$ cat config.mk
export PLATFORM = sky130hd
export DESIGN_NAME = bpa_div
export DESIGN_NICKNAME = d
export VERILOG_FILES = /design/src/sv/bpa_div.sv
export SDC_FILE = /design/constraint.sdc
export NUM_CORES = 2
export LEC_CHECK = 0
export BUFFER_PORTS_ARGS = -buffer_cell sky130_fd_sc_hd__clkbuf_2
export CORE_UTILIZATION = 65
export CTS_CLUSTER_DIAMETER = 80
export DETAILED_ROUTE_END_ITERATION = 12
export HOLD_SLACK_MARGIN = 0.08
export PLACE_DENSITY = 0.87
export SETUP_SLACK_MARGIN = 0.5
export SYNTH_ARGS = -nofsm -noshare
export SYNTH_HDL_FRONTEND = slang
export SYNTH_SLANG_ARGS = --single-unit
$ cat constraint.sdc
create_clock -name clock -period 14.45 [get_ports clock]
set_input_delay 1.445 -clock clock [delete_from_list [all_inputs] [get_ports clock]]
set_output_delay 1.445 -clock clock [all_outputs]
set_load 0.02 [all_outputs]
$ cat src/sv/bpa_div.sv
`default_nettype none
module bpa_div #(
   parameter int DW  = 28,
   parameter int QW  = 18,
   parameter int BPS = 3,
   parameter int SW  = 2
) (
   input  wire logic                clock,
   input  wire logic                reset,
   input  wire logic                in_valid,
   input  wire logic [DW+QW-1:0]    in_num,
   input  wire logic [DW-1:0]       in_den,
   input  wire logic [SW-1:0]       in_side,
   output logic                     out_valid,
   output logic [QW-1:0]            out_quot,
   output logic [SW-1:0]            out_side
);

   localparam int NW     = DW + QW;
   localparam int STAGES = (QW + BPS - 1) / BPS;

   logic [STAGES-1:0] valid_ff;
   logic [NW-1:0]     rem_ff  [STAGES];
   logic [QW-1:0]     quot_ff [STAGES];
   logic [DW-1:0]     den_ff  [STAGES];
   logic [SW-1:0]     side_ff [STAGES];

   // Restoring division: each stage settles BPS quotient bits, most significant first.
   for (genvar st = 0; st < STAGES; st++) begin : g_stage
      logic          valid_in;
      logic [NW-1:0] rem_prev;
      logic [QW-1:0] quot_prev;
      logic [NW-1:0] rem_in;
      logic [QW-1:0] quot_in;
      logic [DW-1:0] den_in;
      logic [SW-1:0] side_in;

      if (st == 0) begin : g_first
         assign valid_in  = in_valid;
         assign rem_prev  = in_num;
         assign quot_prev = '0;
         assign den_in    = in_den;
         assign side_in   = in_side;
      end else begin : g_next
         assign valid_in  = valid_ff[st-1];
         assign rem_prev  = rem_ff[st-1];
         assign quot_prev = quot_ff[st-1];
         assign den_in    = den_ff[st-1];
         assign side_in   = side_ff[st-1];
      end

      always_comb begin
         int b;
         logic [NW-1:0] trial;
         rem_in  = rem_prev;
         quot_in = quot_prev;
         for (int j = 0; j < BPS; j++) begin
            b = QW - 1 - st * BPS - j;
            if (b >= 0) begin
               trial = NW'(den_in) << b;
               if (rem_in >= trial) begin
                  rem_in     = rem_in - trial;
                  quot_in[b] = 1'b1;
               end
            end
         end
      end

      always_ff @(posedge clock) begin
         if (reset) begin
            valid_ff[st] <= 1'b0;
         end else begin
            valid_ff[st] <= valid_in;
         end
         rem_ff[st]  <= rem_in;
         quot_ff[st] <= quot_in;
         den_ff[st]  <= den_in;
         side_ff[st] <= side_in;
      end
   end

   assign out_valid = valid_ff[STAGES-1];
   assign out_quot  = quot_ff[STAGES-1];
   assign out_side  = side_ff[STAGES-1];

endmodule
`default_nettype wire

After elaboration in Yosys (flattened, before gate mapping):

Memories as Yosys holds them, arrays and structs flattened.
Cells that the tools add are included.

* register bits: 6
* memory bits (writable): 564
* logic and storage cells: 82
* memories kept: 4

Memories
* rem_ff: depth 6, width 46, read ports 5, clocked after memory_dff 0, wr ports 6, line 23 `logic [NW-1:0] rem_ff [STAGES];`
* den_ff: depth 6, width 28, read ports 5, clocked after memory_dff 0, wr ports 6, line 25 `logic [DW-1:0] den_ff [STAGES];`
* quot_ff: depth 6, width 18, read ports 6, clocked after memory_dff 0, wr ports 6, line 24 `logic [QW-1:0] quot_ff [STAGES];`
* side_ff: depth 6, width 2, read ports 6, clocked after memory_dff 0, wr ports 6, line 26 `logic [SW-1:0] side_ff [STAGES];`

* $add $sub $neg: 18
* order comparisons: 18
* muxes and demuxes: 36

Operators by type and width (number)
* 2-to-1 mux 46 bit: 18
* >= comparator 46 x 28 -> 1 bit: 1
* >= comparator 46 x 29 -> 1 bit: 1
* >= comparator 46 x 30 -> 1 bit: 1
* >= comparator 46 x 31 -> 1 bit: 1
* >= comparator 46 x 32 -> 1 bit: 1
* >= comparator 46 x 33 -> 1 bit: 1
* >= comparator 46 x 34 -> 1 bit: 1
* >= comparator 46 x 35 -> 1 bit: 1
* >= comparator 46 x 36 -> 1 bit: 1
* >= comparator 46 x 37 -> 1 bit: 1
* >= comparator 46 x 38 -> 1 bit: 1
* >= comparator 46 x 39 -> 1 bit: 1
* >= comparator 46 x 40 -> 1 bit: 1
* >= comparator 46 x 41 -> 1 bit: 1
* >= comparator 46 x 42 -> 1 bit: 1
* >= comparator 46 x 43 -> 1 bit: 1
* >= comparator 46 x 44 -> 1 bit: 1
* >= comparator 46 x 45 -> 1 bit: 1
* subtractor 46 x 28 -> 46 bit: 1
* subtractor 46 x 29 -> 46 bit: 1
* subtractor 46 x 30 -> 46 bit: 1
* subtractor 46 x 31 -> 46 bit: 1
* subtractor 46 x 32 -> 46 bit: 1
* 14 further kinds: 31

Logic depth before layout (Yosys ltp):

An unclocked memory read counts as a cell.

* word-level depth: 7
* depth in mapped cells: 52
* depth with buffers taken out: 49

Least setup slack after synthesis:

Ideal clock, no wire load.

* kind: in2reg
* from: input in_den[1]
* to: memory rem_ff[0][37] in the netlist's numbering
* data arrival time: 11.193 ns
* required time: 14.329 ns
* slack: 3.136 ns
* stages on the path: 50
* cells stage by stage: inv_1 -> ha_1 -> nor2b_1 -> o21ai_0 -> a21boi_0 -> o41a_1 -> o211ai_1 -> a21oi_1 -> nor3b_1 -> nor3_1 -> o31a_1 -> clkbuf_1 -> clkbuf_1 -> mux2_2 -> ha_1 -> a21o_1 -> a21oi_1 -> o21ai_0 -> [... 14 more ...] -> ha_1 -> nand4_1 -> nor2_1 -> a211oi_1 -> o21bai_1 -> a21oi_1 -> o21ai_0 -> o211ai_1 -> nand3_1 -> nand3_1 -> o311ai_0 -> a21oi_1 -> o21a_1 -> a21boi_0 -> nor2_1 -> nand4_1 -> clkbuf_1 -> mux2_2

RTL lines
* start: declaration: line 12 `input wire logic [DW-1:0] in_den,`
* end: declaration: line 23

==> impl_metrics.env <==
export IMPL_dieArea_um2=67300
export IMPL_worst_setup_path_end_kind="register"
export IMPL_arrival_ps=13110
export IMPL_hold_viol=0
export IMPL_clkLatencyLatePin_ps=640
export IMPL_cts_tree="yes"
export IMPL_overflow=0
export IMPL_htreeDepth=2
export IMPL_avgSynthCellArea_um2=7.68
export IMPL_antenna_found_initial=3
export IMPL_drive_gt1_share_pct=7.48
export IMPL_cap_violations=0
export IMPL_max_freq_mhz=79.2
export IMPL_status="complete, no violations"
export IMPL_grt_pass1_wl_um=206000
export IMPL_root_buffer="clkbuf_16"
export IMPL_cpPeakStageDelay_ps=680
export IMPL_fin_crit_sh_pct=87.4
export IMPL_worst_path_max_fanout=52
export IMPL_final_nets=6242
export IMPL_final_setup_skew_ps=53.3
export IMPL_start_util_pct=66.3
export IMPL_area_growth_pct=6.75
export IMPL_min_path_type="register to register"
export IMPL_pin_count=100
export IMPL_report_final_slew_viol_count=0
export IMPL_post_cts_setup_buffer_count=0
export IMPL_cts_sinks=451
export IMPL_ys_warn_count=0
export IMPL_crit_slowest_cell="or4_1"
export IMPL_post_cts_resized=0
export IMPL_reg2reg_slack_ps=1820
export IMPL_path_common_cell="o21ai_0"
export IMPL_required_ps=14930
export IMPL_grt_max_degree=58
export IMPL_postRouteAntennaNets=0
export IMPL_synth_flop_cell="dfxtp_1"
export IMPL_core_um2=64900
export IMPL_die_y_um=259
export IMPL_fin_setup_tns_ps=0
export IMPL_syn_area_um2=43000
export IMPL_numPortBuffers=99
export IMPL_synth_seq_cells=451
export IMPL_cts_buffers_inserted=51
export IMPL_via_per_inst=6.44
export IMPL_wl_per_cell_um=20.1
export IMPL_drt_pre_antenna_iters=9
export IMPL_synth_async_reset_ratio_pct=0
export IMPL_grt_use_total_pct=37.9
export IMPL_num_fill_cells=5298
export IMPL_syn_inst=5603
export IMPL_syn_num_nets=6203
export IMPL_vias=42110
export IMPL_worst_pin_slew_ps=1080
export IMPL_setup_violations=0
export IMPL_synth_edff_count=0
export IMPL_detail_route_wirelength_um=131000
export IMPL_rows=93
export IMPL_worstSetupPathType="register to register"
export IMPL_gp_congestion=0.996
export IMPL_die_w_um=259
export IMPL_dr_first_iter_drc_count=3936
export IMPL_maxSlewHeadroom_pct=26.3
export IMPL_finalCriticalPeriod_ps=12630
export IMPL_cts_hold_buffers=0
export IMPL_first_global_vias=40070
export IMPL_startpoint_type="register"
export IMPL_clk_pin_slew_ps=60
export IMPL_drc=0
export IMPL_synthDistinctLibCells=97
export IMPL_cts_max_path_buffers=3
export IMPL_grt_setup_unrepaired="no"
export IMPL_hpwlAfterDp_um=105000
export IMPL_ys_seq_area_share_pct=21.0
==> critical path, delay by kind of cell (launching register included) <==
kind / cells / cell delay [ps]
AOI/OAI and AO/OA: 18 / 5080
and+or+nand+nor: 11 / 3420
buffers and inverters: 6 / 1610
adders and majority gates: 3 / 1060
xor gates and xnor gates: 1 / 490
muxes: 1 / 380
DFF: 1 / 350
==> through the flow <==
stage | hold WS, ps | util [%] | instance area, um2 | worst slack (ps) | cells
after floorplan | 310 | - | 43000 | 3140 | 5603
after global placement | 310 | 68.2 | 44300 | 1940 | 6444
after detailed placement | 312 | 68.2 | 44300 | 1610 | 6444
after CTS | 281 | 70.8 | 45900 | 2080 | 6534
after global routing | 303 | 70.8 | 45900 | 791 | 6535
final | 285 | 70.8 | 46000 | 1820 | 6538
==> routing by layer <==
metal,up-vias,share of wire [%],track usage (%)
met1,19402,39,44.3
met2,1800,45,62.8
met4,0,7.8,27.0
li1,20388,-,-
met3,520,7.9,6.70
met5,-,0,0
==> area by class of cell <==
class / count / area [um2] / share of cell area [%]
Antenna cell: 4 / 10.0 / 0.0218
Clock buffer: 63 / 1350 / 2.94
Clock inverter: 27 / 337 / 0.732
Inverter: 336 / 1260 / 2.75
Multi-Input combinational cell: 4679 / 32200 / 70.1
Sequential cell: 451 / 9030 / 19.6
Tap cell: 855 / 1070 / 2.33
Timing Repair Buffer: 123 / 676 / 1.47
==> layout by cell type (no fill, tap or decap), drive strengths merged, types with 16 or more instances in the layout <==
cell,instances
nor2b,80
or2,40
nand4,121
or4,23
a211o,19
o21bai,61
nand3,113
and3,57
buf,24
fa,17
clkbuf,162
inv,339
a21boi,31
and4,16
a211oi,49
o211ai,28
o21ai,375
ha,504
o31a,17
a21o,234
mux2,133
nand2b,86
o31ai,48
o21a,66
nor3,96
a21oi,583
and2,39
xor2,157
a31oi,48
or3,35
xnor2,328
nor4,51
nor3b,17
dfxtp,451
nand2,487
nor2,489
a2111oi,17
nand3b,22
==> flip-flops by register name, indices dropped and copies added (netlist names) <==
signal	count
rem_ff	230
quot_ff	63
out_valid	1
den_ff	140
g_stage.valid_in	5
side_ff	12
==> path summary, 6_finish.rpt <==
path,startpoint,cells past startpoint,end
max,den_ff[3][21]$_DFF_P_,40,rem_ff[4][42]$_DFF_P_
min,quot_ff[1][17]$_DFF_P_,0,quot_ff[2][17]$_DFF_P_
max reg2reg,den_ff[3][21]$_DFF_P_,40,rem_ff[4][42]$_DFF_P_
min reg2reg,quot_ff[1][17]$_DFF_P_,0,quot_ff[2][17]$_DFF_P_
==> Yosys cell counts, types with 14 or more instances <==
library cell | instances | area share [%]
xnor2_1 | 327 | 6.7
or2_2 | 39 | 0.57
mux2i_1 | 14 | 0.33
and4_1 | 16 | 0.33
nand3b_1 | 22 | 0.38
nand2b_1 | 86 | 1.2
a211o_1 | 19 | 0.39
dfxtp_1 | 451 | 21
inv_1 | 332 | 2.9
nor3b_1 | 17 | 0.30
a21oi_1 | 582 | 6.8
a2111oi_0 | 16 | 0.33
o21bai_1 | 61 | 1.1
or3_1 | 35 | 0.51
ha_1 | 504 | 15
and2_1 | 38 | 0.55
a21boi_0 | 31 | 0.54
nor2_1 | 489 | 4.3
a31oi_1 | 47 | 0.68
clkbuf_1 | 113 | 0.99
nand4_1 | 121 | 1.8
xor2_1 | 157 | 3.2
nand3_1 | 113 | 1.3
mux2_2 | 125 | 3.3
or4_1 | 23 | 0.40
o31a_1 | 17 | 0.35
o21ai_0 | 370 | 4.3
o31ai_1 | 47 | 0.82
nand2_1 | 486 | 4.2
nor3_1 | 95 | 1.1
a21o_1 | 233 | 4.1
a211oi_1 | 49 | 0.85
and3_1 | 57 | 0.83
o21a_1 | 66 | 1.2
o211ai_1 | 28 | 0.49
nor4_1 | 49 | 0.71
nand4b_1 | 14 | 0.28
a31o_2 | 14 | 0.28
fa_1 | 17 | 0.79
nor2b_1 | 80 | 1.2
==> logic make-up after synthesis <==
group	Yosys count	synth area share, %
xor gates and xnor gates	485	9.89
adders and majority gates	521	15.4
and+or+nand+nor	1820	20.9
DFF	451	21.0
muxes	147	3.87
AOI/OAI and AO/OA	1706	24.7
buffers and inverters	473	4.22
Power is not shown: default switching activity piles up to over one toggle a cycle in this logic, so the estimate is an artifact.
