## src/sv/bpa_pkg.sv

```systemverilog
`default_nettype none
package bpa_pkg;

   localparam int SAMPLE_W = 16;
   localparam int SUPPLY_W = 13;
   localparam int P0_W     = 17;
   localparam int PRESS_W  = 18;
   localparam int ALT_W    = 20;
   localparam int RATIO_W  = 19;

   localparam logic [PRESS_W-1:0] PRESS_MAX = 18'd262143;
   localparam logic [RATIO_W-1:0] RATIO_MAX = 19'd262144;
   localparam logic [P0_W-1:0]    P0_RESET  = 17'd101960;

   // Status of the pressure numerator, carried alongside the reciprocal multiply.
   typedef struct packed {
      logic neg;
      logic sat;
   } bpa_front_side_type;

   // Pressure result and status, carried alongside the ratio divider.
   typedef struct packed {
      logic [PRESS_W-1:0] press;
      logic               flag;
      logic               ovf;
   } bpa_ratio_side_type;

endpackage
`default_nettype wire

```

## src/sv/bpa_front.sv

```systemverilog
`default_nettype none
module bpa_front #(
   parameter int ADC_FULL_SCALE = 32767,
   localparam int FW    = $clog2(ADC_FULL_SCALE + 1),
   localparam int DW    = $clog2(18 * ADC_FULL_SCALE + 1),
   localparam int NW    = DW + bpa_pkg::PRESS_W
) (
   input  wire logic                          clock,
   input  wire logic                          reset,
   input  wire logic                          in_valid,
   input  wire logic signed [bpa_pkg::SAMPLE_W-1:0] in_adc_sample,
   input  wire logic [bpa_pkg::SUPPLY_W-1:0]  in_supply_mv,
   output logic                               out_valid,
   output logic [bpa_pkg::PRESS_W-1:0]        out_quot,
   output bpa_pkg::bpa_front_side_type        out_side
);

   localparam int NUM_W = (FW + 22 > 38) ? FW + 22 : 38;
   localparam int X_W   = NUM_W + 1;
   localparam logic signed [NUM_W-1:0] FS     = NUM_W'(ADC_FULL_SCALE);
   localparam logic [X_W-1:0]          DEN9   = X_W'(9 * ADC_FULL_SCALE);
   localparam logic [X_W-1:0]          DEN18  = X_W'(18 * ADC_FULL_SCALE);

   // The reciprocal of 18 times full scale, rounded up, with a shift of NW + DW bits.
   // The error it adds stays below one part in 2^DW of the quotient, so the
   // truncated product is the exact floor for every numerator below 2^NW.
   localparam int S_W  = NW + DW;
   localparam int H_X  = NW / 2;
   localparam int H_M  = (NW + 1) / 2;
   localparam int XA_W = NW - H_X;
   localparam int MA_W = NW + 1 - H_M;
   localparam int P_W  = 2 * NW + 1;
   localparam logic [S_W:0]    POW_S    = (S_W+1)'(1) << S_W;
   localparam logic [S_W:0]    DEN_S    = (S_W+1)'(18 * ADC_FULL_SCALE);
   localparam logic [S_W:0]    RECIP_S  = (POW_S + DEN_S - (S_W+1)'(1)) / DEN_S;
   localparam logic [NW:0]     RECIP    = RECIP_S[NW:0];
   localparam logic [MA_W-1:0] RECIP_HI = RECIP[NW:H_M];
   localparam logic [H_M-1:0]  RECIP_LO = RECIP[H_M-1:0];

   logic [4:0] valid_ff;

   // Stage one: sample times supply, and the supply correction term.
   logic signed [29:0] sv_ff, sv_in;
   logic signed [21:0] term_ff, term_in;

   assign sv_in   = 30'(in_adc_sample) * $signed({1'b0, in_supply_mv});
   // 83*(9997 - 2v) + 91400 folds to 921151 - 166v.
   assign term_in = 22'sd921151 - 22'sd166 * $signed({9'b0, in_supply_mv});

   // Stage two: scale both terms.
   logic signed [NUM_W-1:0] pa_ff, pa_in, pb_ff, pb_in;

   assign pa_in = NUM_W'(term_ff) * FS;
   assign pb_in = NUM_W'(sv_ff) * NUM_W'(200);

   // Stage three: sum, rounding offset and the saturation test.
   logic signed [NUM_W-1:0]     num_c;
   logic [X_W-1:0]              x_c;
   logic                        neg_c, sat_c;
   logic [NW-1:0]               num_ff, num_in;
   bpa_pkg::bpa_front_side_type side_ff, side_in;

   always_comb begin
      num_c   = pa_ff + pb_ff;
      neg_c   = num_c[NUM_W-1];
      x_c     = {num_c[NUM_W-1:0], 1'b0} + DEN9;
      sat_c   = !neg_c && ((x_c >> bpa_pkg::PRESS_W) >= DEN18);
      num_in  = (neg_c || sat_c) ? '0 : x_c[NW-1:0];
      side_in = '{neg: neg_c, sat: sat_c};
   end

   // Stage four: the four partial products of numerator times reciprocal.
   logic [XA_W+MA_W-1:0]        pp_hh_ff, pp_hh_in;
   logic [XA_W+H_M-1:0]         pp_hl_ff, pp_hl_in;
   logic [H_X+MA_W-1:0]         pp_lh_ff, pp_lh_in;
   logic [H_X+H_M-1:0]          pp_ll_ff, pp_ll_in;
   bpa_pkg::bpa_front_side_type side_mul_ff;

   assign pp_hh_in = (XA_W+MA_W)'(num_ff[NW-1:H_X]) * (XA_W+MA_W)'(RECIP_HI);
   assign pp_hl_in = (XA_W+H_M)'(num_ff[NW-1:H_X]) * (XA_W+H_M)'(RECIP_LO);
   assign pp_lh_in = (H_X+MA_W)'(num_ff[H_X-1:0]) * (H_X+MA_W)'(RECIP_HI);
   assign pp_ll_in = (H_X+H_M)'(num_ff[H_X-1:0]) * (H_X+H_M)'(RECIP_LO);

   // Stage five: add the partial products and keep the integer part.
   logic [P_W-1:0]                prod_c;
   logic [bpa_pkg::PRESS_W-1:0]   quot_ff, quot_in;
   bpa_pkg::bpa_front_side_type   side_out_ff;

   always_comb begin
      prod_c  = (P_W'(pp_hh_ff) << (H_X + H_M)) + (P_W'(pp_hl_ff) << H_X) +
                (P_W'(pp_lh_ff) << H_M) + P_W'(pp_ll_ff);
      quot_in = prod_c[S_W+bpa_pkg::PRESS_W-1:S_W];
   end

   always_ff @(posedge clock) begin
      if (reset) begin
         valid_ff <= '0;
      end else begin
         valid_ff <= {valid_ff[3:0], in_valid};
      end
      sv_ff       <= sv_in;
      term_ff     <= term_in;
      pa_ff       <= pa_in;
      pb_ff       <= pb_in;
      num_ff      <= num_in;
      side_ff     <= side_in;
      pp_hh_ff    <= pp_hh_in;
      pp_hl_ff    <= pp_hl_in;
      pp_lh_ff    <= pp_lh_in;
      pp_ll_ff    <= pp_ll_in;
      side_mul_ff <= side_ff;
      quot_ff     <= quot_in;
      side_out_ff <= side_mul_ff;
   end

   assign out_valid = valid_ff[4];
   assign out_quot  = quot_ff;
   assign out_side  = side_out_ff;

endmodule
`default_nettype wire

```

## config.mk

```make
export PLATFORM = sky130hd
export DESIGN_NAME = bpa_front
export DESIGN_NICKNAME = d
export VERILOG_FILES = /design/src/sv/bpa_pkg.sv /design/src/sv/bpa_front.sv
export SDC_FILE = /design/constraint.sdc
export NUM_CORES = 2
export LEC_CHECK = 0
export ABC_AREA = 0
export BUFFER_PORTS_ARGS = -buffer_cell sky130_fd_sc_hd__clkbuf_2
export CORE_ASPECT_RATIO = 1.4
export CORE_MARGIN = 4
export CORE_UTILIZATION = 35
export DETAILED_ROUTE_END_ITERATION = 6
export PLACE_DENSITY = 0.61
export SYNTH_ARGS = -nofsm -noshare
export SYNTH_HDL_FRONTEND = slang
export SYNTH_SLANG_ARGS = --single-unit
```

## constraint.sdc

```tcl
create_clock -name clock -period 16.1 [get_ports clock]
set_input_delay 0 -clock clock [delete_from_list [all_inputs] [get_ports clock]]
set_output_delay 0 -clock clock [all_outputs]
set_load 0.02 [all_outputs]
```

=== After elaboration in Yosys (flattened, before gate mapping) ===
Cells that the tools add are included.

* Bits in registers: 303
* Latch bits: 0
* Memory bits (writable): 0
* Memory bits (read-only): 0
* Output and inout port bits: 21
* Memories: 0

* Add/subtract/negate cells: 6
* Multiply operators: 8
* Div/mod/pow operators: 0
* Magnitude comparators: 1
* Equal/unequal tests: 0
* Shift-type cells: 0
* Mux-type cells: 0
* Bitwise logic cells: 0
* Reduce and logical (&&, ||, !) cells: 3

{| class="wikitable"
|+ Operators with widths
! operator !! count
|-
| 76-bit by 28-bit adder with 76-bit output || 1
|-
| 76-bit by 47-bit adder with 76-bit output || 1
|-
| 76-bit by 58-bit adder with 76-bit output || 1
|-
| 19-bit by 6-bit multiplier with 25-bit output (second input constant) || 2
|-
| 39-bit by 19-bit adder with 39-bit output (second input constant) || 1
|-
| 38-bit adder || 1
|-
| 22-bit by 16-bit multiplier with 38-bit output (second input constant) || 1
|-
| 30-bit by 6-bit multiplier with 35-bit output (second input constant) || 1
|-
| 19-bit by 12-bit multiplier with 31-bit output (second input constant) || 1
|-
| 16-bit by 14-bit multiplier with 30-bit output || 1
|-
| 19-bit by 12-bit multiplier with 30-bit output (second input constant) || 1
|-
| 20-bit by 21-bit subtractor with 22-bit output (first input constant) || 1
|-
| 21-bit by 20-bit >= comparator with 1-bit output (second input constant) || 1
|-
| 7-bit by 13-bit multiplier with 20-bit output (first input constant) || 1
|-
| 1-bit logical AND || 1
|-
| 1-bit zero test || 1
|-
| 1-bit logical OR || 1
|}

=== Longest topological paths before layout ===
* Depth in word-level cells: 5
* Depth in mapped cells: 26
* Mapped depth without buffers: 25

=== Least setup slack after synthesis ===
No wires, ideal clock.

* Path type: register to register
* From: register term_ff[21]
* To: register pa_ff[37]
* Library setup time: 0.072 ns
* Arrival time: 6.918 ns
* Slack: 9.110 ns
* Stages on the path, launching flop included: 22
* Clock period less this slack: 6.990 ns
* Cell sequence: dfxtp_1 -> clkbuf_1 -> inv_1 -> fa_1 -> inv_1 -> fa_1 -> fa_1 -> fa_1 -> fa_1 -> inv_1 -> fa_1 -> inv_1 -> ha_1 -> or2_2 -> o31a_1 -> o31ai_1 -> o311a_1 -> o211ai_1 -> nor3_1 -> o21bai_1 -> a21oi_1 -> xnor2_1

* Cells in the longest elaborated chain, start to end: 1

{| class="wikitable"
|+ RTL lines
! what !! RTL line !! RTL
|-
| start: declaration || bpa_front.sv:44 || <nowiki>logic signed [21:0] term_ff, term_in;</nowiki>
|-
| start signal: assignment || bpa_front.sv:102 || <nowiki>term_ff <= term_in;</nowiki>
|-
| 22-bit by 16-bit multiplier with 38-bit output || bpa_front.sv:53 || <nowiki>assign pa_in = NUM_W'(term_ff) * FS;</nowiki>
|-
| via pa_in[37] || bpa_front.sv:51 || <nowiki>logic signed [NUM_W-1:0] pa_ff, pa_in, pb_ff, pb_in;</nowiki>
|-
| end signal: assignment || bpa_front.sv:103 || <nowiki>pa_ff <= pa_in;</nowiki>
|-
| end: declaration || bpa_front.sv:51 ||
|}

The timed path passes the listed nets, and every way through them passes these cells.
A chain may end at the register's enable or synchronous reset.

=== Worst setup path in the final report ===
Ends and elaborated chain as after synthesis.

==> reports/metrics.yaml <==
start_util_pct: 35.4
viasPerCell: 4.74
synthArstFlopShare_pct: 0
numClockSinks: 274
synth_ff_type: "dfxtp_1"
finalClockSkew_ns: 0.0160
cts_buffers: 31
end_kind: "flop"
m1WireLength_mm: 34.5
critical_path.max_fanout: 71
synthMuxAreaShare_pct: 0.175
rsz0062_at_grt: "false"
syn_nets: 5571
placed_area_um2: 42500
yosysMostFrequentCell: "inv_1"
first_global_vias: 29700
detail_route.wl_per_cell_um: 15.1
netlist_area_um2: 40700
drt_wl_total_mm: 87.4
reg2reg_slack_ns: 8.96
syn_inst: 4239
hold_start: "in_supply_mv[0]"
vias: 27400
pre_cts_slack_ns: 8.97
synth.avg_cell_area_um2: 9.59
synth_compound_area_share_pct: 9.65
min_path_type: "in -> reg"
drive_above_1_share_pct: 4.31
die_area_um2: 122000
setup_violations: 0
die-width_um: 296
grt_use_total_pct: 14.9
stdcell_area_um2: 43700
startpoint: "term_ff[21]"
hold_viol: 0
crit_type: "reg -> reg"
fp.coreArea_um2: 115000
top_layer_used: "met5"
post-dp-hpwl_mm: 76.7
seq_area_frac_synth_pct: 13.5
fin_tns_setup_ns: 0
cap_violations: 0
grt_antenna_before_repair: 6
synth-simple-area-share_pct: 9.82
yosys.area.top_type: "fa_1"
clk_latency_ns: 0.61
arrival_ns: 7.63
dr_wl_met3_mm: 2.04
die_h_um: 411
numPortBuffers: 52
required_ns: 16.58
crit_path_end: "pa_ff[37]"
globalRoute.totalOverflow: 0
synth_edf_count: 0
synth_top_family_by_area: "adder cells"
place_congestion: 0.878
synthTopCellsByArea: "fa_1 (30%), ha_1 (21%), dfxtp_1 (13%), inv_1 (8.9%), xnor2_1 (4.2%)"
ctsRootBufferMaster: "clkbuf_16"
layout_setup_ws_ns: 8.96
start_kind: "flop"
nFillCells: 11500
outcome: "completed"
slew-limit-headroom_pct: 29.8
r2r_cells: 21
path_clk_slew_ns: 0.06
ant_nets: 0
wl_met2_mm: 47.5
fmax_mhz: 140
hold_ws_ns: 0.0464
synth_warnings: 0
grt_max_degree: 72
ctsLongestPathBuffers: 3
grt_pass1_wl_mm: 147
post_cts_buffers: 0
ys_ff_latch: 274
rows: 147
cts_tree: "done"
synth_common_cells: "inv_1 (967), ha_1 (686), fa_1 (614), dfxtp_1 (274), nand2_1 (206)"
io_pins: 53
drv_slew: 0
syn2layout_area_growth_pct: 7.51
synthAdderAreaFrac_pct: 51.3
drc: 0
period_minus_slack_ns: 7.14
synth_top_area_share_pct: 30.2
min_period_over_period_pct: 44.4
tightest_slew_ns: 1.05
drt_iter0_drc: 887
final_nets: 5602
rr_endpoint: "pa_ff[37]"
h-tree-depth: 1
reg2reg_from: "term_ff[21]"
synthXorXnorAreaFrac_pct: 5.94
drt_first_pass_iters: 5
synth_cell_types: 90
[sequential cells by signal (all words and copies together) (netlist names)]
register,flops
pp_ll_ff,11
pp_hl_ff,25
num_ff,37
pp_hh_ff,24
term_ff,21
side_mul_ff,2
out_side,2
pb_ff,35
pp_lh_ff,25
sv_ff,30
out_quot,18
side_ff,2
pa_ff,37
valid_ff,5
[metrics by stage]
stage               util (%)  std cells
CTS                     38.0       5784
global placement        37.0       5723
detailed placement      37.0       5723
global route            38.0       5785
floorplan                  -       4239
finish                  38.0       5785
[cells in the final DEF, fill, tap and decap left out, types with 10 or more instances in the layout]
cell / count
a211oi_1: 18
a211oi_2: 11
a21boi_0: 10
a21o_1: 92
a21oi_1: 169
a31oi_1: 15
and2_1: 115
and3_1: 32
clkbuf_16: 31
clkbuf_2: 52
dfxtp_1: 273
fa_1: 614
ha_1: 686
inv_1: 967
nand2_1: 206
nand2b_1: 27
nand3_1: 56
nand4_1: 18
nor2_1: 135
nor2b_1: 32
nor3_1: 61
o211ai_1: 13
o21a_1: 27
o21ai_0: 91
o21bai_1: 26
o31ai_1: 13
or2_2: 23
or3_1: 18
xnor2_1: 197
xor2_1: 77
[metal layers]
layer | GRT usage [%] | vias to the layer above
met4 | 5.20 | 4
met2 | 29.4 | 322
li1 | - | 13600
met1 | 16.6 | 13400
met5 | 0 | -
met3 | 1.22 | 146
[cell families after synthesis]
kind of cell | count (synthesis)
adder cells (fa/ha/maj) | 1300
AND/OR/NAND/NOR | 775
flip-flops | 274
buffers and inverters | 1028
multiplexers | 7
AO/OA/AOI/OAI | 580
XOR/XNOR | 275
[how the worst min path moves through the flow]
stage | endpoint | slack (ns) | cells past startpoint
6_report | sv_ff[0] | 0.05 | 2
5_1_grt | sv_ff[0] | 0.06 | 2
4_1_cts | sv_ff[0] | 0.008 | 2
3_5_place_dp | valid_ff[0] | 0.23 | 2
3_3_place_gp | valid_ff[0] | 0.22 | 2
2_1_floorplan | valid_ff[0] | 0.07 | 1
[timing repair]
action                    CTS  global route
gates resized for setup     0             0
hold endpoints to repair    7             0
hold buffers                4             0
[critical path, stage by stage, from the launching register on]
cell	delay [ns]
dfxtp_2	0.32
buf_4	0.66
inv_1	0.57
fa_1	0.77
inv_1	0.08
fa_1	0.47
fa_1	0.53
fa_1	0.45
fa_1	0.55
inv_1	0.05
fa_1	0.52
inv_1	0.04
ha_1	0.31
or2_2	0.31
o31a_1	0.11
o31ai_1	0.14
o311a_1	0.29
o211ai_1	0.19
nor3_1	0.26
o21bai_1	0.11
a21oi_1	0.18
xnor2_1	0.08
[area by class of cell]
cell class                      count  area, um2  area share, %
Clock inverter                     21        318          0.727
Timing Repair Buffer               58        315          0.721
Tap cell                         1490       1860           4.26
Clock buffer                       36        815           1.86
Sequential cell                   274       5490           12.6
Antenna cell                        1       2.50        0.00572
Multi-Input combinational cell   2937      31300           71.6
Inverter                          968       3630           8.31
Power is not shown: default switching activity piles up to over one toggle a cycle in this logic, so the estimate is an artifact.
