### config.mk
export PLATFORM = sky130hd
export DESIGN_NAME = bpa_pow
export DESIGN_NICKNAME = d
export VERILOG_FILES = /design/src/sv/bpa_pkg.sv /design/src/sv/bpa_pow.sv
export SDC_FILE = /design/constraint.sdc
export NUM_CORES = 2
export LEC_CHECK = 0
export BUFFER_PORTS_ARGS = -buffer_cell sky130_fd_sc_hd__buf_2
export CELL_PAD_IN_SITES_DETAIL_PLACEMENT = 1
export CELL_PAD_IN_SITES_GLOBAL_PLACEMENT = 1
export CORE_ASPECT_RATIO = 0.7
export CORE_MARGIN = 2
export CORE_UTILIZATION = 56
export DETAILED_ROUTE_END_ITERATION = 10
export MAX_ROUTING_LAYER = met4
export PLACE_DENSITY_LB_ADDON = 0.1
export SYNTH_ARGS = -nofsm -noshare
export SYNTH_HDL_FRONTEND = slang
export SYNTH_SLANG_ARGS = --single-unit
### constraint.sdc
create_clock -name clock -period 23.9 [get_ports clock]
set_input_delay 2.39 -clock clock [delete_from_list [all_inputs] [get_ports clock]]
set_output_delay 2.39 -clock clock [all_outputs]
set_load 0.1 [all_outputs]
### src/sv/bpa_pkg.sv
`default_nettype none
package bpa_pkg;

   localparam int SAMPLE_W = 16;
   localparam int SUPPLY_W = 13;
   localparam int P0_W     = 17;
   localparam int PRESS_W  = 18;
   localparam int ALT_W    = 20;
   localparam int RATIO_W  = 19;

   localparam logic [PRESS_W-1:0] PRESS_MAX = 18'd262143;
   localparam logic [RATIO_W-1:0] RATIO_MAX = 19'd262144;
   localparam logic [P0_W-1:0]    P0_RESET  = 17'd101960;

   // Status of the pressure numerator, carried alongside the reciprocal multiply.
   typedef struct packed {
      logic neg;
      logic sat;
   } bpa_front_side_type;

   // Pressure result and status, carried alongside the ratio divider.
   typedef struct packed {
      logic [PRESS_W-1:0] press;
      logic               flag;
      logic               ovf;
   } bpa_ratio_side_type;

endpackage
`default_nettype wire

### src/sv/bpa_pow.sv
`default_nettype none
module bpa_pow #(
   parameter int POW_TABLE_SEGMENTS = 64
) (
   input  wire logic                         clock,
   input  wire logic                         reset,
   input  wire logic                         in_valid,
   input  wire logic [bpa_pkg::RATIO_W-1:0]  in_quot,
   input  wire bpa_pkg::bpa_ratio_side_type  in_side,
   output logic                              out_valid,
   output logic [bpa_pkg::PRESS_W-1:0]       out_pressure_pa,
   output logic signed [bpa_pkg::ALT_W-1:0]  out_altitude_dm,
   output logic                              out_range_flag
);

   localparam int N      = POW_TABLE_SEGMENTS;
   localparam int IW     = $clog2(N + 1);
   localparam int DEPTH  = 8;
   localparam logic [31:0] RECIP25 = 32'd2748779070;

   typedef struct packed {
      logic [bpa_pkg::PRESS_W-1:0] press;
      logic                        flag;
      logic                        zero;
   } pow_side_type;

   // log2 of a Q1.30 value in [1, 2) as Q0.24, by repeated squaring.
   function automatic logic [23:0] log2_q24(input logic [63:0] xin);
      logic [63:0] x;
      logic [23:0] res;
      x   = xin;
      res = '0;
      for (int b = 23; b >= 0; b--) begin
         x = (x * x) >> 30;
         if (x >= 64'h8000_0000) begin
            res[b] = 1'b1;
            x      = x >> 1;
         end
      end
      return res;
   endfunction

   function automatic logic [24:0] log_entry(input int i);
      logic [63:0] num;
      num = 64'(i) << 30;
      if (i == N) begin
         return 25'h100_0000;
      end
      return {1'b0, log2_q24(64'h4000_0000 + num / POW_TABLE_SEGMENTS)};
   endfunction

   function automatic logic [31:0] exp_entry(input int i);
      logic [63:0] target, lo, hi, mid;
      target = (64'(i) << 24) / POW_TABLE_SEGMENTS;
      lo     = 64'h4000_0000;
      hi     = 64'h7FFF_FFFF;
      mid    = lo;
      if (i == 0) begin
         return 32'h4000_0000;
      end
      if (i == N) begin
         return 32'h8000_0000;
      end
      for (int it = 0; it < 32; it++) begin
         if (lo < hi) begin
            mid = lo + ((hi - lo + 64'd1) >> 1);
            if (64'(log2_q24(mid)) <= target) begin
               lo = mid;
            end else begin
               hi = mid - 64'd1;
            end
         end
      end
      return lo[31:0];
   endfunction

   logic [24:0] log_tab [0:N];
   logic [31:0] exp_tab [0:N];

   for (genvar g = 0; g <= N; g++) begin : g_tab
      localparam logic [24:0] LV = log_entry(g);
      localparam logic [31:0] EV = exp_entry(g);
      assign log_tab[g] = LV;
      assign exp_tab[g] = EV;
   end

   logic [DEPTH-1:0] valid_ff;
   pow_side_type     side_ff [DEPTH];
   pow_side_type     side_in;

   // Stage one: clamp the ratio, normalise it and find the log table segment.
   logic [bpa_pkg::RATIO_W-1:0] r_c, mw_c;
   logic                        over_c;
   logic [4:0]                  e_c;
   logic [15+IW:0]              pos1_c;
   logic [IW-1:0]               idx1_ff, idx1_in;
   logic [15:0]                 w1_ff, w1_in;
   logic [4:0]                  e1_ff, e2_ff;

   always_comb begin
      over_c = in_quot > bpa_pkg::RATIO_MAX;
      r_c    = (in_side.ovf || over_c) ? bpa_pkg::RATIO_MAX : in_quot;
      e_c    = '0;
      for (int i = 0; i < bpa_pkg::RATIO_W; i++) begin
         if (r_c[i]) begin
            e_c = 5'(i);
         end
      end
      mw_c    = (e_c >= 5'd16) ? (r_c >> (e_c - 5'd16)) : (r_c << (5'd16 - e_c));
      pos1_c  = (16+IW)'(mw_c[15:0]) * (16+IW)'(N);
      idx1_in = pos1_c[15+IW:16];
      w1_in   = pos1_c[15:0];
      side_in = '{press: in_side.press, flag: in_side.flag | in_side.ovf | over_c,
                  zero: (r_c == '0)};
   end

   // Stage two: interpolate the log table.
   logic [24:0] l0_ff, l0_in, lfrac_ff, lfrac_in;
   logic [24:0] ldiff_c;
   logic [40:0] lprod_c;

   always_comb begin
      ldiff_c  = log_tab[idx1_ff + IW'(1)] - log_tab[idx1_ff];
      lprod_c  = 41'(ldiff_c) * 41'(w1_ff);
      l0_in    = log_tab[idx1_ff];
      lfrac_in = lprod_c[40:16];
   end

   // Stage three: add the exponent, scale by 19 and bias so that the
   // division by 100 sees a non-negative value.
   logic signed [5:0]  ex_c;
   logic signed [29:0] lg_c;
   logic signed [35:0] a_c;
   logic [30:0]        b_ff, b_in;

   always_comb begin
      ex_c = $signed({1'b0, e2_ff}) - 6'sd16;
      lg_c = $signed(30'(l0_ff)) + $signed(30'(lfrac_ff)) + (30'(ex_c) <<< 24);
      a_c  = 36'(lg_c) * 36'sd19 + 36'sd6710886400;
      b_in = a_c[32:2];
   end

   // Stage four: divide by 25 with a reciprocal multiply.
   logic [62:0] qprod_c;
   logic [26:0] qd_ff, qd_in;

   assign qprod_c = 63'(b_ff) * 63'(RECIP25);
   assign qd_in   = qprod_c[62:36];

   // Stage five: remove the bias, split into integer and fraction.
   logic signed [27:0] t_c;
   logic signed [3:0]  k_c;
   logic [23+IW:0]     pos2_c;
   logic [IW-1:0]      idx2_ff, idx2_in;
   logic [23:0]        w2_ff, w2_in;
   logic [2:0]         sh_ff, sh_in, sh2_ff;

   always_comb begin
      t_c     = $signed({1'b0, qd_ff}) - 28'sd67108864;
      k_c     = t_c[27:24];
      sh_in   = 3'(-k_c);
      pos2_c  = (24+IW)'(t_c[23:0]) * (24+IW)'(N);
      idx2_in = pos2_c[23+IW:24];
      w2_in   = pos2_c[23:0];
   end

   // Stage six: interpolate the exp table.
   logic [31:0] e0_ff, e0_in, efrac_ff, efrac_in, ediff_c;
   logic [55:0] eprod_c;

   always_comb begin
      ediff_c  = exp_tab[idx2_ff + IW'(1)] - exp_tab[idx2_ff];
      eprod_c  = 56'(ediff_c) * 56'(w2_ff);
      e0_in    = exp_tab[idx2_ff];
      efrac_in = eprod_c[55:24];
   end

   // Stage seven: apply the negative exponent and form one minus the power.
   logic [31:0]        pw_c;
   logic signed [32:0] d_ff, d_in;

   always_comb begin
      pw_c = side_ff[5].zero ? '0 : ((e0_ff + efrac_ff) >> sh2_ff);
      d_in = 33'sd1073741824 - $signed({1'b0, pw_c});
   end

   // Stage eight: scale to decimetres and round.
   logic signed [51:0] alt_c;
   logic signed [bpa_pkg::ALT_W-1:0] alt_ff, alt_in;

   assign alt_c  = 52'(d_ff) * 52'sd443300 + 52'sd536870912;
   assign alt_in = alt_c[30+bpa_pkg::ALT_W-1:30];

   always_ff @(posedge clock) begin
      if (reset) begin
         valid_ff <= '0;
      end else begin
         valid_ff <= {valid_ff[DEPTH-2:0], in_valid};
      end
      side_ff[0] <= side_in;
      for (int i = 1; i < DEPTH; i++) begin
         side_ff[i] <= side_ff[i-1];
      end
      idx1_ff  <= idx1_in;
      w1_ff    <= w1_in;
      e1_ff    <= e_c;
      l0_ff    <= l0_in;
      lfrac_ff <= lfrac_in;
      e2_ff    <= e1_ff;
      b_ff     <= b_in;
      qd_ff    <= qd_in;
      idx2_ff  <= idx2_in;
      w2_ff    <= w2_in;
      sh_ff    <= sh_in;
      e0_ff    <= e0_in;
      efrac_ff <= efrac_in;
      sh2_ff   <= sh_ff;
      d_ff     <= d_in;
      alt_ff   <= alt_in;
   end

   assign out_valid       = valid_ff[DEPTH-1];
   assign out_pressure_pa = side_ff[DEPTH-1].press;
   assign out_range_flag  = side_ff[DEPTH-1].flag;
   assign out_altitude_dm = alt_ff;

endmodule
`default_nettype wire

**Word level (Yosys, flattened, before mapping)**

Memories as Yosys holds them, arrays and structs flattened.
Cells that the tools add are included.
W data, S select, Z words.

- Bits in registers: 289
- RAM bits: 160
- ROM bits: 14592
- Output and inout bits: 40
- Memories: 5

Memory list:

| name | depth | bits a word | read ports | clocked after Yosys merged registers in | write ports | line | source |
|---|---|---|---|---|---|---|---|
| (name not given) | 128 | 32 | 1 | 0 | 0 | bpa_pow.sv:174 | `e0_in = exp_tab[idx2_ff];` |
| (name not given) | 128 | 32 | 1 | 0 | 0 | bpa_pow.sv:172 | `ediff_c = exp_tab[idx2_ff + IW'(1)] - exp_tab[idx2_ff];` |
| (name not given) | 128 | 25 | 1 | 0 | 0 | bpa_pow.sv:125 | `l0_in = log_tab[idx1_ff];` |
| (name not given) | 128 | 25 | 1 | 0 | 0 | bpa_pow.sv:123 | `ldiff_c = log_tab[idx1_ff + IW'(1)] - log_tab[idx1_ff];` |
| side_ff | 8 | 20 | 8 | 0 | 8 | bpa_pow.sv:88 | `pow_side_type side_ff [DEPTH];` |

- Add/subtract/negate cells: 15
- Multipliers: 5
- Magnitude comparators: 6
- Shift-type cells: 3
- Mux-type cells: 29
- Bitwise logic cells: 6
- Reduce and logical (&&, ||, !) cells: 2

Operators by type and width:

| cell | number |
|---|---|
| $mux W32 | 5 |
| $mux W25 | 4 |
| $mul A31 B31 Y62 const B | 1 |
| $add A50 B31 Y50 const B | 1 |
| $mul A32 B18 Y50 | 1 |
| $mul A33 B18 Y48 const B | 1 |
| $mux W5 | 8 |
| $mul A25 B10 Y35 | 1 |
| $add A33 B32 Y33 const B | 1 |
| $mul A30 B6 Y33 const B | 1 |
| $sub A31 B32 Y33 const A | 1 |
| $add A32 B32 Y32 | 1 |
| $ge A8 B8 Y1 const B | 4 |
| $shr A32 B3 Y32 | 1 |
| $sub A32 B32 Y32 | 1 |
| $add A27 B30 Y30 | 1 |
| $sub A27 B27 Y27 const B | 1 |
| $add A25 B25 Y26 | 1 |
| $sub A25 B25 Y25 | 1 |
| $gt A19 B19 Y1 const B | 1 |
| $logic_not A19 Y1 | 1 |
| $mux W19 | 1 |
| $shl A19 B5 Y16 | 1 |
| $shr A19 B5 Y16 | 1 |
| 15 further kinds | 25 |

**Longest topological paths before layout**

- Word-level depth: 24
- Mapped depth: 53

**Least setup slack after synthesis**

No wires, ideal clock.

- Path type: register to register
- Start: register idx2_ff[2]
- End: register efrac_ff[31]
- Data arrival time: 11881 ps
- Data required time: 23828 ps
- Slack: 11947 ps
- Cell stages (with the launch flop): 49
- Buffers on the path: 6
- Cell sequence: dfxtp_1 > inv_1 > clkbuf_1 > clkbuf_1 > ha_1 > clkbuf_1 > inv_1 > clkbuf_1 > buf_1 > ha_1 > o21ai_0 > a211oi_1 > a211oi_1 > ha_1 > nor2b_1 > o21ai_0 > a21boi_0 > o41ai_1 > (+13 left out) > fa_1 > fa_1 > fa_1 > inv_1 > fa_1 > inv_1 > ha_1 > a21oi_1 > nor2b_1 > o21ai_0 > nand2b_1 > a21oi_1 > nand3_1 > a31o_2 > o41a_1 > a211o_1 > a31oi_1 > xnor2_1

- Word-level cells in the longest chain between the ends: 7
- Elaborated cells between the ends (all ways): 11
- Classes of those cells: add/sub: 2; mul: 1; mux: 4; bitwise: 2; memory: 2

RTL lines:

| what | line | source |
|---|---|---|
| start, declared | bpa_pow.sv:154 | `logic [IW-1:0] idx2_ff, idx2_in;` |
| start signal, assigned | bpa_pow.sv:212 | `idx2_ff <= idx2_in;` |
| $add A6 B1 Y7 | bpa_pow.sv:172 |  |
| $not A7 Y8 (implied by the code) | bpa_pow.sv:172 |  |
| $mem_v2 Z128 W32 | - |  |
| $mux W32 (implied by the code) (2 in series) | bpa_pow.sv:172 |  |
| $sub A32 B32 Y32 (*) | bpa_pow.sv:172 |  |
| $mul A32 B18 Y50 (*) | bpa_pow.sv:173 | `eprod_c = 56'(ediff_c) * 56'(w2_ff);` |
| named net eprod_c[55] | bpa_pow.sv:169 | `logic [55:0] eprod_c;` |
| end signal, assigned | bpa_pow.sv:216 | `efrac_ff <= efrac_in;` |
| end, declared | bpa_pow.sv:168 | `logic [31:0] e0_ff, e0_in, efrac_ff, efrac_in, ediff_c;` |

The timed path passes the listed nets; every way through them passes the cells marked *. The select of a mux whose other input is x is not followed.
A chain may end at the register's enable or synchronous reset.

**Worst setup path in the final report**

- Start: register idx2_ff[2]
- End: register efrac_ff[29]

The elaborated chain is that of the path after synthesis.

==> results by stage <==
Cells and area:
- The leading cell type in the layout, fill and taps excluded is sky130_fd_sc_hd__inv_1.
- In the final layout, the share of cells above drive strength 1 is 0.04714.
- The library cells used most frequently in the layout, excluding fill and tap cells, are sky130_fd_sc_hd__inv_1, sky130_fd_sc_hd__fa_1, sky130_fd_sc_hd__ha_1.
- The fill cell total of the finished layout is 16.63k.
- The synthesis-to-layout area growth is 5.374%.
- The number of nets in the layout is 11.54k.

Drt:
- In the routed design, unresolved DRC markers number 0.
- The first TritonRoute pass finished after 6 iterations.
- The ratio of routed vias to standard cells is 6.443.
- The count of nets left with antenna violations once routing finished came out at 0.
- For this block, the via count after detailed routing is 71.41k.
- The detailed router finished its first iteration with 7610 violations.
- In the final routed layout, each cell accounts on average for 28.88 um.
- For this block, the routed nets add up to 320100 um of wire.

STA:
- The sum of negative setup slack is 0 ps.
- The number of endpoints with negative hold slack in the final report was 0.
- The max-slew violation count was 0.
- The worst path needs 14260 ps of the cycle, external delays included.
- The final worst-path cycle share is 0.5965.
- The largest clock skew in the final design is 57.98 ps.
- Setup repair after global routing left no endpoint under its margin.
- The number of setup violations in the final report is 0.
- Timing would allow up to 70.14 MHz.
- The final hold slack is 313.3 ps.
- The transition time at the pin with the least slew margin is 1407 ps.
- The relative slew slack is 0.05530.

Setup path:
- The critical path data required time is 24470 ps.
- The slowest stage of the critical path is the sky130_fd_sc_hd__o41ai_1 cell.
- The number of cells on the worst reg-to-reg path is 45.
- The worst register-to-register path begins at idx2_ff[2].
- The register-to-register path setup slack is 9640 ps.
- The cell occurring most often along the worst timing path is sky130_fd_sc_hd__fa_1.
- The kind of end point of the critical path is a flip-flop.
- By startpoint and endpoint, the worst setup path is classified as flip-flop to flip-flop.
- STA classifies the critical path startpoint as a flip-flop.
- For the worst setup path, the data arrival time is 14830 ps.
- The biggest cell delay along the critical path is 670 ps.
- The maximum fanout count along the critical path is 53.
- The worst register-to-register path ends at efrac_ff[29].

Place:
- During placement, the flow inserted port buffers numbering 81.
- At the end of routability-driven placement, the weighted congestion stood at 1.018.
- The half-perimeter wire length after detailed placement is 246200 um.

Synthesis:
- For this run, the register share of the synthesized area comes to 0.1097.
- After technology mapping, the gate count stands at 9273.
- The synthesized netlist net count is 11.67k.
- A synthesized cell averages 8.738 um2.
- sky130_fd_sc_hd__fa_1 takes more of the synthesized area than any other cell.
- The number of synthesized flops with an enable pin is 0.
- The area of the mapped netlist is 81030 um2.
- The area share of the largest cell type after synthesis is 0.3163.
- In this run, synthesis produced a sequential element count of 444.
- The most used flip-flop cell after synthesis is sky130_fd_sc_hd__dfxtp_1.
- Yosys mapped the design onto 95 distinct sky130hd cell types.
- After synthesis, the cell types taking the most area are sky130_fd_sc_hd__fa_1, sky130_fd_sc_hd__ha_1, sky130_fd_sc_hd__dfxtp_1.
- The total number of yosys warnings is 0.
- After synthesis, the share of flip-flops with an asynchronous set or reset is 0.

Hold path:
- The startpoint identified for the worst hold timing path is side_ff[1][7].
- The path class of the tightest hold or removal check is flip-flop to flip-flop.
- The endpoint of the worst hold-timing path is side_ff[1][27].
- The number of cells traversed by the worst hold path is 0.

Die:
- 82 I/O pins were placed.
- The die span in y is 322.2 um.
- The die covers 147800 um2.
- The effective utilization at floorplan is 0.5656.
- The core region area is 143300 um2.
- The die is 458.6 um wide.
- The placement row count is 116.

Clock tree:
- After clock tree synthesis, the clock-pin slew on the worst setup and hold paths is 70 ps.
- The clock latency at the later pin of the worst-skew pair is 710 ps.
- The clock tree from TritonCTS is done.
- The cell at the root of the clock tree is sky130_fd_sc_hd__clkbuf_16.
- The count of instances resized after the clock tree is built is 0.
- In this run the number of H-tree levels came out at 2.
- The number of hold buffers added after CTS was 0.
- The TritonCTS buffer count is 51.
- In this run the post-CTS setup repair buffer count came out at 0.
- The clock net in this run drives a total of 444 sinks.
- The largest buffer count on any clock path is 3.

GRT:
- The overall global routing resource usage is 0.4462.
- Entering global routing, the biggest net connects 75 pins.
- The first global-routing pass estimated 486400 um of wire.
- The initial antenna violation count is 14.
- The total congestion overflow after global routing is 0.
- The number of global-route vias before repair is 78.88k.

Run:
- Across the run, the number of max-cap violations was 0.

Run status:
- The run finished with clean final reports.
==> metrics by stage <==
stage                       util  worst slack [ps]  instance area [um2]  std cells
after global routing      0.5960              9045                85380      11080
after CTS                 0.5958              9972                85350      11070
after floorplan                -             11950                81030       9273
after global placement    0.5827             10630                83480      10980
after detailed placement  0.5827             10120                83480      10980
final                     0.5960              9644                85380      11080
==> per-layer routing <==
layer | vias up | wire length, um | global-route usage
met3 | 1147 | 35180 | 0.1218
met2 | 4101 | 141400 | 0.6692
met5 | - | 0 | -
met1 | 36290 | 127600 | 0.5664
met4 | 0 | 15920 | 0.1952
li1 | 29880 | - | -
==> area by class of cell <==
| type | count | area, um2 | area share |
|---|---|---|---|
| multi-input cells | 6631 | 63980 | 0.7493 |
| flip-flops and latches | 444 | 8907 | 0.1043 |
| inverters | 1783 | 6693 | 0.07839 |
| clock inverters | 33 | 467.9 | 0.005481 |
| repair buffers | 232 | 1539 | 0.01803 |
| diodes | 10 | 25.02 | 0.0002931 |
| clock buffers | 62 | 1408 | 0.01649 |
| well taps | 1888 | 2362 | 0.02767 |
==> worst max-delay path, delay by kind of cell, from the launching register on <==
family / cells / cell delay, ps
AND/OR/NAND/NOR: 8 / 1730
AO/OA/AOI/OAI: 18 / 5600
flip-flops: 1 / 320
adder cells (fa/ha/maj): 8 / 3710
buffers and inverters: 8 / 2120
XOR/XNOR: 3 / 550
==> state kept, by name (all words and copies together), names as in the netlist, 8 cells and up <==
signal,flops
side_ff,158
d_ff,33
efrac_ff,32
b_ff,31
e0_ff,30
qd_ff,27
lfrac_ff,25
l0_ff,24
out_altitude_dm,20
w2_ff,18
w1_ff,10
valid_ff,8
==> worst max path at each step <==
| stage | start | end | slack [ps] | depth (start not counted) |
|---|---|---|---|---|
| after floorplan | idx2_ff[2] | efrac_ff[31] | 11950 | 48 |
| after global placement | idx2_ff[2] | efrac_ff[31] | 10630 | 45 |
| after detailed placement | idx2_ff[2] | efrac_ff[31] | 10120 | 47 |
| after CTS | idx2_ff[2] | efrac_ff[29] | 9970 | 45 |
| after global routing | idx2_ff[2] | efrac_ff[29] | 9040 | 47 |
| final | idx2_ff[2] | efrac_ff[29] | 9640 | 45 |
==> kinds of logic (layout without fill, tap and decap cells) <==
family                     Yosys count  after routing  synth area share
AOI/OAI and AO/OA                 1619           1619            0.1319
and+or+nand+nor                   2343           2343            0.1366
adders and majority gates         2352           2352            0.4818
muxes                               55             55          0.008740
xor gates and xnor gates           262            262           0.02849
other                                0             10                 0
buffers and inverters             2198           2110            0.1028
DFF                                444            444            0.1097
==> Yosys cell counts, types with 93 or more instances <==
library cell,number
sky130_fd_sc_hd__inv_1,1771
sky130_fd_sc_hd__xnor2_1,197
sky130_fd_sc_hd__nand3_1,145
sky130_fd_sc_hd__and2_1,296
sky130_fd_sc_hd__a211oi_1,134
sky130_fd_sc_hd__clkbuf_1,333
sky130_fd_sc_hd__dfxtp_1,444
sky130_fd_sc_hd__nand2_1,839
sky130_fd_sc_hd__fa_1,1280
sky130_fd_sc_hd__nor2_1,481
sky130_fd_sc_hd__o21ai_0,329
sky130_fd_sc_hd__a21oi_1,418
sky130_fd_sc_hd__nor2b_1,93
sky130_fd_sc_hd__nor3_1,193
sky130_fd_sc_hd__ha_1,1072
Power is not shown: default switching activity piles up to over one toggle a cycle in this logic, so the estimate is an artifact.
